### src/ptt_pkg.sv
// Package for the periodic timer table: request and status codes, sequencer
// states, the stored row layout and the types of the shared compare unit.
// Depends on nothing; every other file imports it.
`default_nettype none

package ptt_pkg;

  localparam int KEY_W    = 16;
  localparam int PERIOD_W = 32;

  typedef enum logic [1:0] {
    REQ_ADD    = 2'd0,
    REQ_DELETE = 2'd1,
    REQ_MODIFY = 2'd2,
    REQ_TICK   = 2'd3
  } req_t;

  typedef enum logic [1:0] {
    STAT_OK     = 2'd0,
    STAT_REJECT = 2'd1,
    STAT_FULL   = 2'd2
  } status_t;

  typedef enum logic [2:0] {
    S_IDLE,
    S_SCAN,
    S_WALK,
    S_SEARCH,
    S_EMIT,
    S_COMMIT
  } state_t;

  typedef enum logic [1:0] {
    ALU_MATCH,
    ALU_EXPIRE,
    ALU_LESS
  } alu_op_t;

  typedef struct packed {
    logic [KEY_W-1:0]    key;
    logic [PERIOD_W-1:0] period;
    logic [PERIOD_W-1:0] elapsed;
  } row_t;

  typedef struct packed {
    alu_op_t          op;
    row_t             row;
    logic [KEY_W-1:0] ref_key;
  } alu_in_t;

  typedef struct packed {
    logic                flag;
    logic [PERIOD_W-1:0] elapsed_inc;
  } alu_res_t;

endpackage

`default_nettype wire

### src/periodic_timer_table.sv
// Top level of the periodic timer table: sequencer, entry memory, valid and
// expiry flags, and the result register.
// Depends on ptt_pkg and ptt_alu.
`default_nettype none

// A table of TABLE_DEPTH keyed periodic timers held in a single-port-read
// entry memory, walked one entry per cycle by a small sequencer around one
// shared compare unit. One item is taken at a time. A result waits until the
// result register is free. A tick puts the expired keys out in ascending
// order, by one full pass over the memory per key. No clearing pass is
// needed after reset; the valid flags reset to zero. The result register lets
// a new item be accepted while the last result still waits to be taken.
module periodic_timer_table #(
  parameter int TABLE_DEPTH = 16
) (
  input  logic        clk,
  input  logic        rst_n,
  input  logic        in_tvalid,
  output logic        in_tready,
  input  logic [47:0] in_tdata,   // [15:0] timer_key, [47:16] period
  input  logic [1:0]  in_tuser,   // [1:0] req_type
  output logic        out_tvalid,
  input  logic        out_tready,
  output logic [23:0] out_tdata,  // [1:0] status, [17:2] expired_key, rest zero
  output logic [0:0]  out_tuser,  // [0] fired
  output logic        out_tlast
);
  import ptt_pkg::*;

  localparam int IW = (TABLE_DEPTH > 1) ? $clog2(TABLE_DEPTH) : 1;
  localparam int CW = $clog2(TABLE_DEPTH + 1);

  state_t state_r, state_nxt;
  req_t   req_r, req_nxt;
  logic [KEY_W-1:0]    key_r, key_nxt;
  logic [PERIOD_W-1:0] per_r, per_nxt;

  logic [CW-1:0] idx_r, idx_nxt;
  logic          pv_r, pv_nxt;
  logic [IW-1:0] pidx_r;

  logic          found_r, found_nxt;
  logic [IW-1:0] slot_r, slot_nxt;
  row_t          keep_r, keep_nxt;
  logic          free_found_r, free_found_nxt;
  logic [IW-1:0] free_slot_r, free_slot_nxt;

  logic             best_found_r, best_found_nxt;
  logic [KEY_W-1:0] best_key_r, best_key_nxt;
  logic [IW-1:0]    best_slot_r, best_slot_nxt;

  logic [TABLE_DEPTH-1:0] valid_r, valid_nxt;
  logic [TABLE_DEPTH-1:0] hit_r, hit_nxt;
  logic [CW-1:0]          hit_cnt_r, hit_cnt_nxt;

  logic             out_valid_r, out_valid_nxt;
  status_t          out_status_r, out_status_nxt;
  logic             out_fired_r, out_fired_nxt;
  logic [KEY_W-1:0] out_key_r, out_key_nxt;
  logic             out_last_r, out_last_nxt;

  row_t          mem [TABLE_DEPTH];
  row_t          rd_row_r;
  logic          rd_en;
  logic [IW-1:0] rd_addr;
  logic          wr_en;
  logic [IW-1:0] wr_addr;
  row_t          wr_row;

  alu_in_t  alu_in;
  alu_res_t alu_res;

  logic scan_issue;
  logic scan_done;
  logic out_free;
  logic ent_valid;

  ptt_alu u_alu (
    .alu_in  (alu_in),
    .alu_res (alu_res)
  );

  assign scan_issue = (idx_r < CW'(TABLE_DEPTH));
  assign scan_done  = !scan_issue && !pv_r;
  assign out_free   = !out_valid_r || out_tready;
  assign ent_valid  = valid_r[pidx_r];
  assign rd_addr    = idx_r[IW-1:0];

  always_comb begin
    alu_in.row     = rd_row_r;
    alu_in.ref_key = (state_r == S_SEARCH) ? best_key_r : key_r;
    unique case (state_r)
      S_SCAN:  alu_in.op = ALU_MATCH;
      S_WALK:  alu_in.op = ALU_EXPIRE;
      default: alu_in.op = ALU_LESS;
    endcase
  end

  always_comb begin
    state_nxt      = state_r;
    req_nxt        = req_r;
    key_nxt        = key_r;
    per_nxt        = per_r;
    idx_nxt        = idx_r;
    pv_nxt         = 1'b0;
    found_nxt      = found_r;
    slot_nxt       = slot_r;
    keep_nxt       = keep_r;
    free_found_nxt = free_found_r;
    free_slot_nxt  = free_slot_r;
    best_found_nxt = best_found_r;
    best_key_nxt   = best_key_r;
    best_slot_nxt  = best_slot_r;
    valid_nxt      = valid_r;
    hit_nxt        = hit_r;
    hit_cnt_nxt    = hit_cnt_r;
    out_valid_nxt  = out_valid_r && !out_tready;
    out_status_nxt = out_status_r;
    out_fired_nxt  = out_fired_r;
    out_key_nxt    = out_key_r;
    out_last_nxt   = out_last_r;
    in_tready      = 1'b0;
    rd_en          = 1'b0;
    wr_en          = 1'b0;
    wr_addr        = pidx_r;
    wr_row         = rd_row_r;

    // The three walking states share one read pipeline: the address goes
    // out in one cycle and the row is handled in the next.
    if (state_r == S_SCAN || state_r == S_WALK || state_r == S_SEARCH) begin
      rd_en = scan_issue;
      pv_nxt = scan_issue;
      if (scan_issue) begin
        idx_nxt = idx_r + CW'(1);
      end
    end

    unique case (state_r)
      S_IDLE: begin
        in_tready = 1'b1;
        if (in_tvalid) begin
          req_nxt        = req_t'(in_tuser);
          key_nxt        = in_tdata[15:0];
          per_nxt        = in_tdata[47:16];
          idx_nxt        = '0;
          found_nxt      = 1'b0;
          free_found_nxt = 1'b0;
          best_found_nxt = 1'b0;
          hit_cnt_nxt    = '0;
          state_nxt      = (req_t'(in_tuser) == REQ_TICK) ? S_WALK : S_SCAN;
        end
      end
      S_SCAN: begin
        if (pv_r) begin
          if (ent_valid && alu_res.flag) begin
            found_nxt = 1'b1;
            slot_nxt  = pidx_r;
            keep_nxt  = rd_row_r;
          end
          if (!ent_valid && !free_found_r) begin
            free_found_nxt = 1'b1;
            free_slot_nxt  = pidx_r;
          end
        end
        if (scan_done) begin
          state_nxt = S_COMMIT;
        end
      end
      S_WALK: begin
        if (pv_r) begin
          hit_nxt[pidx_r] = ent_valid && alu_res.flag;
          if (ent_valid) begin
            wr_en          = 1'b1;
            wr_row.elapsed = alu_res.flag ? '0 : alu_res.elapsed_inc;
            hit_cnt_nxt    = hit_cnt_r + CW'(alu_res.flag);
          end
        end
        if (scan_done) begin
          idx_nxt   = '0;
          state_nxt = (hit_cnt_r == '0) ? S_COMMIT : S_SEARCH;
        end
      end
      S_SEARCH: begin
        // Keys in the table are unique, so a strict compare picks one slot.
        if (pv_r && hit_r[pidx_r] && (!best_found_r || alu_res.flag)) begin
          best_found_nxt = 1'b1;
          best_key_nxt   = rd_row_r.key;
          best_slot_nxt  = pidx_r;
        end
        if (scan_done) begin
          state_nxt = S_EMIT;
        end
      end
      S_EMIT: begin
        if (out_free) begin
          out_valid_nxt         = 1'b1;
          out_status_nxt        = STAT_OK;
          out_fired_nxt         = 1'b1;
          out_key_nxt           = best_key_r;
          out_last_nxt          = (hit_cnt_r == CW'(1));
          hit_nxt[best_slot_r]  = 1'b0;
          hit_cnt_nxt           = hit_cnt_r - CW'(1);
          idx_nxt               = '0;
          best_found_nxt        = 1'b0;
          state_nxt             = (hit_cnt_r == CW'(1)) ? S_IDLE : S_SEARCH;
        end
      end
      S_COMMIT: begin
        if (out_free) begin
          out_valid_nxt  = 1'b1;
          out_fired_nxt  = 1'b0;
          out_key_nxt    = '0;
          out_last_nxt   = 1'b1;
          out_status_nxt = STAT_OK;
          state_nxt      = S_IDLE;
          unique case (req_r)
            REQ_ADD: begin
              if (found_r) begin
                out_status_nxt = STAT_REJECT;
              end else if (!free_found_r) begin
                out_status_nxt = STAT_FULL;
              end else begin
                wr_en                  = 1'b1;
                wr_addr                = free_slot_r;
                wr_row.key             = key_r;
                wr_row.period          = per_r;
                wr_row.elapsed         = '0;
                valid_nxt[free_slot_r] = 1'b1;
              end
            end
            REQ_DELETE: begin
              if (found_r) begin
                valid_nxt[slot_r] = 1'b0;
              end else begin
                out_status_nxt = STAT_REJECT;
              end
            end
            REQ_MODIFY: begin
              if (found_r) begin
                wr_en         = 1'b1;
                wr_addr       = slot_r;
                wr_row        = keep_r;
                wr_row.period = per_r;
              end else begin
                out_status_nxt = STAT_REJECT;
              end
            end
            default: begin
              // A tick in which no timer expired.
              out_status_nxt = STAT_OK;
            end
          endcase
        end
      end
      default: begin
        state_nxt = S_IDLE;
      end
    endcase
  end

  always_ff @(posedge clk) begin
    if (!rst_n) begin
      state_r     <= S_IDLE;
      pv_r        <= 1'b0;
      valid_r     <= '0;
      hit_r       <= '0;
      hit_cnt_r   <= '0;
      out_valid_r <= 1'b0;
    end else begin
      state_r     <= state_nxt;
      pv_r        <= pv_nxt;
      valid_r     <= valid_nxt;
      hit_r       <= hit_nxt;
      hit_cnt_r   <= hit_cnt_nxt;
      out_valid_r <= out_valid_nxt;
    end
  end

  always_ff @(posedge clk) begin
    req_r        <= req_nxt;
    key_r        <= key_nxt;
    per_r        <= per_nxt;
    idx_r        <= idx_nxt;
    pidx_r       <= idx_r[IW-1:0];
    found_r      <= found_nxt;
    slot_r       <= slot_nxt;
    keep_r       <= keep_nxt;
    free_found_r <= free_found_nxt;
    free_slot_r  <= free_slot_nxt;
    best_found_r <= best_found_nxt;
    best_key_r   <= best_key_nxt;
    best_slot_r  <= best_slot_nxt;
    out_status_r <= out_status_nxt;
    out_fired_r  <= out_fired_nxt;
    out_key_r    <= out_key_nxt;
    out_last_r   <= out_last_nxt;
  end

  always_ff @(posedge clk) begin
    if (wr_en) begin
      mem[wr_addr] <= wr_row;
    end
    if (rd_en) begin
      rd_row_r <= mem[rd_addr];
    end
  end

  assign out_tvalid   = out_valid_r;
  assign out_tdata    = {6'd0, out_key_r, out_status_r};
  assign out_tuser[0] = out_fired_r;
  assign out_tlast    = out_last_r;

  a_hit_count: assert property (@(posedge clk) disable iff (!rst_n)
    (state_r == S_SEARCH || state_r == S_EMIT) |-> hit_cnt_r == $countones(hit_r))
    else $error("expired count disagrees with expiry flags");

  a_idle_no_hits: assert property (@(posedge clk) disable iff (!rst_n)
    state_r == S_IDLE |-> hit_r == '0)
    else $error("expiry flags left set after a tick");

  a_emit_has_best: assert property (@(posedge clk) disable iff (!rst_n)
    state_r == S_EMIT |-> best_found_r)
    else $error("search pass ended without an expired timer");

  a_fired_ok: assert property (@(posedge clk) disable iff (!rst_n)
    (out_tvalid && out_tuser[0]) |-> out_tdata[1:0] == STAT_OK)
    else $error("expired timer reported with a bad status");

  a_busy_after_accept: assert property (@(posedge clk) disable iff (!rst_n)
    (in_tvalid && in_tready) |=> !in_tready)
    else $error("new item taken while the previous one is in work");

endmodule

`default_nettype wire

### src/ptt_alu.sv
// Shared compare unit of the timer table: one magnitude comparator serves the
// key lookup, the expiry test and the smallest-key search.
// Depends on ptt_pkg.
`default_nettype none

module ptt_alu (
  input  ptt_pkg::alu_in_t  alu_in,
  output ptt_pkg::alu_res_t alu_res
);
  import ptt_pkg::*;

  logic [PERIOD_W-1:0] inc;
  logic [PERIOD_W-1:0] opa;
  logic [PERIOD_W-1:0] opb;
  logic                lt;
  logic                eq;

  // The elapsed count saturates at all ones.
  assign inc = (alu_in.row.elapsed == '1) ? alu_in.row.elapsed
                                          : alu_in.row.elapsed + PERIOD_W'(1);

  always_comb begin
    unique case (alu_in.op)
      ALU_EXPIRE: begin
        opa = inc;
        opb = alu_in.row.period;
      end
      default: begin
        opa = PERIOD_W'(alu_in.row.key);
        opb = PERIOD_W'(alu_in.ref_key);
      end
    endcase
  end

  assign lt = (opa < opb);
  assign eq = (opa == opb);

  always_comb begin
    alu_res.elapsed_inc = inc;
    unique case (alu_in.op)
      ALU_MATCH:  alu_res.flag = eq;
      ALU_EXPIRE: alu_res.flag = !lt;
      ALU_LESS:   alu_res.flag = lt;
      default:    alu_res.flag = 1'b0;
    endcase
  end

endmodule

`default_nettype wire

### config.mk
export PLATFORM = sky130hd
export DESIGN_NAME = periodic_timer_table
export DESIGN_NICKNAME = d
export VERILOG_FILES = /design/src/ptt_pkg.sv /design/src/periodic_timer_table.sv /design/src/ptt_alu.sv
export SDC_FILE = /design/constraint.sdc
export NUM_CORES = 2
export LEC_CHECK = 0
export ABC_AREA = 1
export BUFFER_PORTS_ARGS = -buffer_cell sky130_fd_sc_hd__buf_2
export CAP_MARGIN = 20
export CORE_MARGIN = 4
export CORE_UTILIZATION = 57
export DETAILED_ROUTE_END_ITERATION = 8
export HOLD_SLACK_MARGIN = 0.03
export PLACE_DENSITY_LB_ADDON = 0.12
export SYNTH_ARGS = -nofsm -noshare
export SYNTH_HDL_FRONTEND = slang
export SYNTH_SLANG_ARGS = --single-unit
### constraint.sdc
create_clock -name clk -period 7.38 [get_ports clk]
set_clock_uncertainty 0.2 [all_clocks]
set_input_delay 0 -clock clk [delete_from_list [all_inputs] [get_ports clk]]
set_output_delay 0 -clock clk [all_outputs]
set_load 0.01 [all_outputs]
After elaboration in Yosys (flattened, before gate mapping):

Memory sizes are Yosys's and may differ from the RTL's. A register that Yosys moved wholly into a read port is not among the register bits.
Cells that the tools add are included.

* flip-flop bits (word level): 200
* latch bits: 0
* RAM bits: 1280
* bits in read-only memories: 0
* input port bits: 54
* output and inout port bits: 28
* memories kept: 1

Memory list
* mem: words 16, bits a word 80, rd ports 1, clocked after memory_dff 1, wr ports 1, RTL line periodic_timer_table.sv:62 `row_t mem [TABLE_DEPTH];`

* add/subtract/negate cells: 4
* $mul: 0
* div/mod/pow operators: 0
* magnitude comparators: 10
* equal/unequal tests: 28
* shifts and indexed selects: 0
* muxes and demuxes: 101
* bitwise gates (word level): 5
* reductions and logical operators: 46

Operators by type and width (count)
* 2-to-1 mux 80 bit: 4
* 2-to-1 mux 32 bit: 6
* one-hot mux 80 bit (2 select lines): 1
* 2-to-1 mux 16 bit: 8
* one-hot mux 16 bit (2 select lines): 3
* one-hot mux 32 bit (2 select lines): 1
* 2-to-1 mux 48 bit: 1
* 2-to-1 mux 5 bit: 9
* adder 32 x 1 -> 32 bit, second input constant: 1
* bitwise AND 16 bit: 2
* == test 32 bit: 1
* == test 32 bit, second input constant: 1
* < comparator 32 bit: 1
* NOT 16 bit: 2
* one-hot mux 5 bit (3 select lines): 2
* 2-to-1 mux 1 bit: 28
* != test 2 bit, second input constant: 12
* 2-to-1 mux 3 bit: 7
* < comparator 4 x 5 -> 1 bit, second input constant: 4
* 2-to-1 mux 4 bit: 5
* one-hot mux 3 bit (6 select lines): 1
* bitwise mux 16 bit: 1
* demux 1 bit (select 4 bit): 4
* greater-or-equal comparator 4 x 1 -> 1 bit, second input constant: 4
* 32 further kinds: 85

Longest topological paths before layout:

* depth in word-level cells: 11
* mapped depth: 35
* mapped depth without buffers: 33

Cells and area by module:

A second synthesis with hierarchy kept.

* cells, all modules: 5314
* area, all modules: 66776.5 um^2

By module, submodules not included
* periodic_timer_table: instances 1, cells an instance 4849, area an instance 64297.9 um^2, sequential area each 46334.4 um^2
* ptt_alu: instances 1, cells an instance 465, area an instance 2478.6 um^2, sequential area each 0.0 um^2

Worst setup path before layout:

No wires, ideal clock.

* path kind: register to register
* start: reg req_r[0]
* end: mem mem[0][0] in the netlist's numbering (enable)
* setup time: 0.616 ns
* data arrival time: 7.061 ns
* setup slack: -0.497 ns
* stages on the path, launching flop included: 10
* cells stage by stage: edfxtp_1 -> inv_1 -> ha_1 -> nor2_1 -> nor2_2 -> nand2_1 -> buf_4 -> a21boi_2 -> nand2_1 -> nor3_1

* cells in the longest elaborated chain, start to end: 6
* elaborated cells on any way between the ends: 10

Ends and longest elaborated chain
* start: declaration: RTL line periodic_timer_table.sv:34 `req_t req_r, req_nxt;`
* start signal: assignment: RTL line periodic_timer_table.sv:280 `req_r <= req_nxt;`
* == test 2 bit / zero test 2 bit (equally long branches): RTL line periodic_timer_table.sv:216 `unique case (req_r)`
* one-hot mux 1 bit (2 select lines): RTL line periodic_timer_table.sv:216
* 2-to-1 mux 1 bit: RTL line periodic_timer_table.sv:209 `if (out_free) begin`
* one-hot mux 1 bit (2 select lines): RTL line periodic_timer_table.sv:138 `unique case (state_r)`
* 2-to-1 mux 1 bit: RTL line periodic_timer_table.sv:300 `if (wr_en) begin`
* 2-to-1 mux 1 bit (implied by the code): RTL line periodic_timer_table.sv:301 `mem[wr_addr] <= wr_row;`
* end: declaration: RTL line periodic_timer_table.sv:62

Several ways; a longest one is shown, not always the timed one.

Worst setup path after layout:

* start: reg, netlist name alu_in[16]
* end: reg keep_r[16] in the netlist's numbering (enable)

* cells in the longest elaborated chain, start to end: 8
* elaborated cells on any way between the ends: 10

Ends and longest elaborated chain
* adder 32 x 1 -> 32 bit / == test 32 bit (equally long branches): RTL line ptt_alu.sv:20, ptt_alu.sv:19
* 2-to-1 mux 32 bit *: RTL line ptt_alu.sv:19 `assign inc = (alu_in.row.elapsed == '1) ? alu_in.row.elapsed`
* 2-to-1 mux 32 bit *: RTL line ptt_alu.sv:23 `unique case (alu_in.op)`
* < comparator 32 bit: RTL line ptt_alu.sv:35 `assign lt = (opa < opb);`
* zero test 1 bit: RTL line ptt_alu.sv:42 `ALU_EXPIRE: alu_res.flag = !lt;`
* one-hot mux 1 bit (3 select lines) *: RTL line ptt_alu.sv:40 `unique case (alu_in.op)`
* logical AND 1 bit *: RTL line periodic_timer_table.sv:155 `if (ent_valid && alu_res.flag) begin`
* AND reduction 3 bit (no source line) *
* end signal: assignment: RTL line periodic_timer_table.sv:287 `keep_r <= keep_nxt;`
* end: declaration: RTL line periodic_timer_table.sv:44 `row_t keep_r, keep_nxt;`

Every way passes the cells marked *; elsewhere a longest branch is shown, timed or not.
A chain may end at the register's enable or synchronous reset.

==> metrics list <==
* Initial Util: 57.3%
- Area Growth Syn to Fin: 12.8%
* Final Wtd Congestion: 0.974
* Type of the tightest min-delay check: input port to register
- Summing the areas of all compound-gate instances in the mapped netlist gives 11.8% of the synthesized area.
- Clock transition at path regs: 60 ps
- Floorplan Core Area: 0.112 mm^2
- At the pin with the least slew margin, the transition time is 1120 ps.
- Maximum achievable frequency: 179 MHz
- Number of rows in the core area: 123
- Global-route wire length before repair: 274000 um
* FF+latch count, synth: 1560
- After clock tree synthesis, the setup repair step added 0 buffers.
- Share of synthesized area occupied by flip-flops and latches: 71.9%
- The number of antenna violations at the first check in global routing came to 5.
- Final layout net count: 5540
* I/O pin total: 82
- Gates resized during post-CTS repair numbered 0.
- The final-report hold violation count came to 0.
* Via count of the first global-routing pass: 41.9k
- Via Count: 44.7k
- After Yosys synthesis, XOR and XNOR cells account for 0.340% of the synthesized area.
* Largest vdd supply drop: 0.290 mV
- Post-placement cell count: 6671
- Die outline area: 0.118 mm^2
- Once layout is complete, the utilization of the core stands at 64.7%.
- In this run the power density over the cells is 358 mW/mm^2.
- The synthesized netlist contains 43 unique library cells.
* RSZ-0062 raised after global routing: false
- Counting along the longest clock path gives a buffer depth of 3.
- Measured along the x axis, the die boundary spans 344 um.
- After synthesis, the share of cell area in mux cells is 0%.
* WL/cell: 26.5 um
* Fraction of final layout cells with drive strength greater than 1: 8.22%
- In this run, the number of DRC markers left after iteration 0 of detailed routing was 6172.
- Floorplan die height: 344 um
- The number of hold buffers added after CTS was 107.
- Arrival time at the worst endpoint: 5780 ps
- Min cycle time layout: 5570 ps
- In this run the worst path has a maximum fanout of 36.
* Multi-input combinational cell area: 0.0160 mm^2
* Clock insertion delay at the later pin of the skew report: 780 ps
- Final sum of negative setup slack: 0 ps
- In this run the mean area of a mapped cell was 12.1 um^2.
- Final setup violation count: 0
- TritonCTS built the clock tree.
* Final global-route overflow total: 0
* Classification of the worst setup path: register to register
* Total wire length after detailed routing: 187000 um
* Flip-flop cell with the highest count after synthesis: sky130_fd_sc_hd__edfxtp_1
* Total of warnings raised by yosys: 0
- Entering global routing, the biggest net connects 214 pins.
- Fill cells: 8402
* Reg-to-reg setup timing slack: 1810 ps
- The cell sitting at the root of the clock tree is a sky130_fd_sc_hd__clkbuf_16.
- Kind of end point of the critical path: register
- Using the TritonRoute via totals, the vias-per-cell ratio works out to 6.32.
* Count of input and output buffers: 75
- The tightest hold path in the finished design has a slack of 106 ps.
- The synthesized netlist devotes 0.816% of its cell area to adder and majority cells.
- Post-place instance area: 0.0665 mm^2
- Post-Synth Simple-Gate Area: 11.6%
- After synthesis, the share of flip-flops with an asynchronous set or reset is 0%.
- Sink Count: 1560
- Final worst path period share: 75.5%
* Post-DP HPWL: 100000 um
- The worst setup path is launched from a register.
* Slew Limit Fails: 0
- Req. time, crit path: 7580 ps
- Overall Global Routing Usage: 31.4%
- In the routed design, unresolved DRC markers number 0.
- In this run, CTS created clock tree buffers numbering 157.
* Summed area of non-filler cells in the final layout: 0.0727 mm^2
- Static leakage power: 25.1 nW
* Worst slew margin relative to its limit: 25.2%
* Max-cap viol count: 0
* Drt pass-1 iters: 6
- Yosys mapped a number of flops with a built-in enable equal to 1509.
- In this run the number of H-tree levels came out at 4.
* Post-Synthesis Cells: 5342
* Combinational family with the most area after synthesis: compound AO/OA/AOI/OAI gates
* Status: finished, final reports clean
- Layout Cells excl Fill: 7071
* Number of nets with antenna violations after routing: 0
- Synth Cell Area: 0.0644 mm^2
- Registers take 0.0463 mm^2.
worst paths after layout:
path / end / start / cells past startpoint
hold / removal: state_r[1] / in_tuser[1] / 6
setup / recovery: keep_r[16] / alu_in[16] / 22
setup reg to reg: keep_r[16] / alu_in[16] / 22
hold reg to reg: valid_r[0] / valid_r[0] / 2
worst max-delay path, stage by stage (launching register included):
cell and delay [ps]:
sky130_fd_sc_hd__edfxtp_1 510, sky130_fd_sc_hd__ha_1 260, sky130_fd_sc_hd__nand2_1 110, sky130_fd_sc_hd__nor2_2 70, sky130_fd_sc_hd__nand2_1 140, sky130_fd_sc_hd__nor2_1 90, sky130_fd_sc_hd__nand2_2 560, sky130_fd_sc_hd__inv_1 210
sky130_fd_sc_hd__a21oi_1 270, sky130_fd_sc_hd__o21ai_0 120, sky130_fd_sc_hd__ha_1 330, sky130_fd_sc_hd__nand4_1 130, sky130_fd_sc_hd__nor3_1 210, sky130_fd_sc_hd__nand2_1 80, sky130_fd_sc_hd__nand2_1 70, sky130_fd_sc_hd__nand2_1 60
sky130_fd_sc_hd__nand3_1 80, sky130_fd_sc_hd__nand2_1 60, sky130_fd_sc_hd__buf_4 230, sky130_fd_sc_hd__nand2_1 110, sky130_fd_sc_hd__nand2_1 100, sky130_fd_sc_hd__nor2_4 610, sky130_fd_sc_hd__buf_4 550
sequential cells by signal (all words and copies together) (netlist names), 2 cells and up:
signal,flops
idx_r,5
best_key_r,16
key_r,16
keep_r,48
mem,1280
out_key_r,16
hit_r,16
free_slot_r,4
req_r,2
state_r,3
slot_r,4
per_r,32
best_slot_r,4
alu_in,80
pidx_r,4
hit_cnt_r,5
out_status_r,2
valid_r,16
layer usage:
metal	vias up	share of wire, %	global-route usage [%]
met1	22000	40	45.5
met3	377	10	5.64
met5	-	0.014	0
li1	19700	-	-
met4	4	3.0	10.2
met2	2582	46	49.0
report_power, final:
part           switching [W]  internal (W)  total, W  leakage, nW
Combinational        0.00476       0.00150   0.00626         8.58
Sequential          0.000585        0.0114    0.0120         14.0
Clock                0.00335       0.00449   0.00784         2.46
Total                0.00870        0.0174    0.0261         25.1
metrics by stage:
step	total power [W]	worst slack, ps
after floorplan	0.0157	-497
after global placement	0.0181	1940
after detailed placement	0.0182	1900
after CTS	0.0260	1870
after global routing	0.0271	1400
final	0.0261	1810
Yosys cell counts (21+ instances only):
cell type	number	share of area, %
sky130_fd_sc_hd__o21ai_1	26	0.20
sky130_fd_sc_hd__a21oi_1	281	2.2
sky130_fd_sc_hd__o22ai_1	123	1.2
sky130_fd_sc_hd__edfxtp_1	1509	70
sky130_fd_sc_hd__a32o_1	21	0.33
sky130_fd_sc_hd__a221oi_1	107	1.5
sky130_fd_sc_hd__nor2_1	471	2.7
sky130_fd_sc_hd__buf_2	38	0.30
sky130_fd_sc_hd__inv_1	224	1.3
sky130_fd_sc_hd__dfxtp_1	51	1.6
sky130_fd_sc_hd__nand3_1	196	1.5
sky130_fd_sc_hd__xor2_1	25	0.34
sky130_fd_sc_hd__buf_1	24	0.14
sky130_fd_sc_hd__o21ai_0	590	4.6
sky130_fd_sc_hd__nand4_1	91	0.88
sky130_fd_sc_hd__a31oi_1	34	0.33
sky130_fd_sc_hd__nor3_1	25	0.19
sky130_fd_sc_hd__ha_1	42	0.82
sky130_fd_sc_hd__nand2_1	1031	6.0
sky130_fd_sc_hd__clkbuf_1	270	1.6
sky130_fd_sc_hd__o221ai_1	65	0.88
final cells by class:
| type | instances | area share [%] |
|---|---|---|
| antenna | 1 | 0.00344 |
| tap | 1500 | 2.58 |
| inverter | 238 | 1.26 |
| timing repair buffer | 280 | 3.38 |
| multi-input combinational | 3207 | 22.1 |
| clock buffer | 203 | 5.83 |
| clock inverter | 82 | 1.11 |
| sequential | 1560 | 63.8 |
cells in the final DEF, fill, tap and decap left out, types with 19 or more instances in the layout:
master	count
sky130_fd_sc_hd__clkinv_2	29
sky130_fd_sc_hd__clkbuf_1	39
sky130_fd_sc_hd__dlygate4sd3_1	107
sky130_fd_sc_hd__a31oi_1	34
sky130_fd_sc_hd__buf_2	75
sky130_fd_sc_hd__clkinv_1	31
sky130_fd_sc_hd__a21oi_1	280
sky130_fd_sc_hd__dfxtp_1	47
sky130_fd_sc_hd__nor3_1	21
sky130_fd_sc_hd__o21ai_1	26
sky130_fd_sc_hd__inv_1	219
sky130_fd_sc_hd__buf_4	75
sky130_fd_sc_hd__a32o_1	21
sky130_fd_sc_hd__nor2_1	454
sky130_fd_sc_hd__nand2_1	1027
sky130_fd_sc_hd__o22ai_1	123
sky130_fd_sc_hd__o221ai_1	65
sky130_fd_sc_hd__ha_1	42
sky130_fd_sc_hd__a221oi_1	107
sky130_fd_sc_hd__o21ai_0	590
sky130_fd_sc_hd__nand4_1	91
sky130_fd_sc_hd__edfxtp_1	1509
sky130_fd_sc_hd__nand3_1	196
sky130_fd_sc_hd__buf_12	19
sky130_fd_sc_hd__xor2_1	25
sky130_fd_sc_hd__clkbuf_16	163
logic make-up after synthesis:
group                    Yosys count
AO/OA/AOI/OAI                   1296
adder cells (fa/ha/maj)           42
buffers and inverters            580
other                              1
XOR/XNOR                          25
AND/OR/NAND/NOR                 1838
flip-flops                      1560
Note: power is estimated with default switching activity, not from simulation.
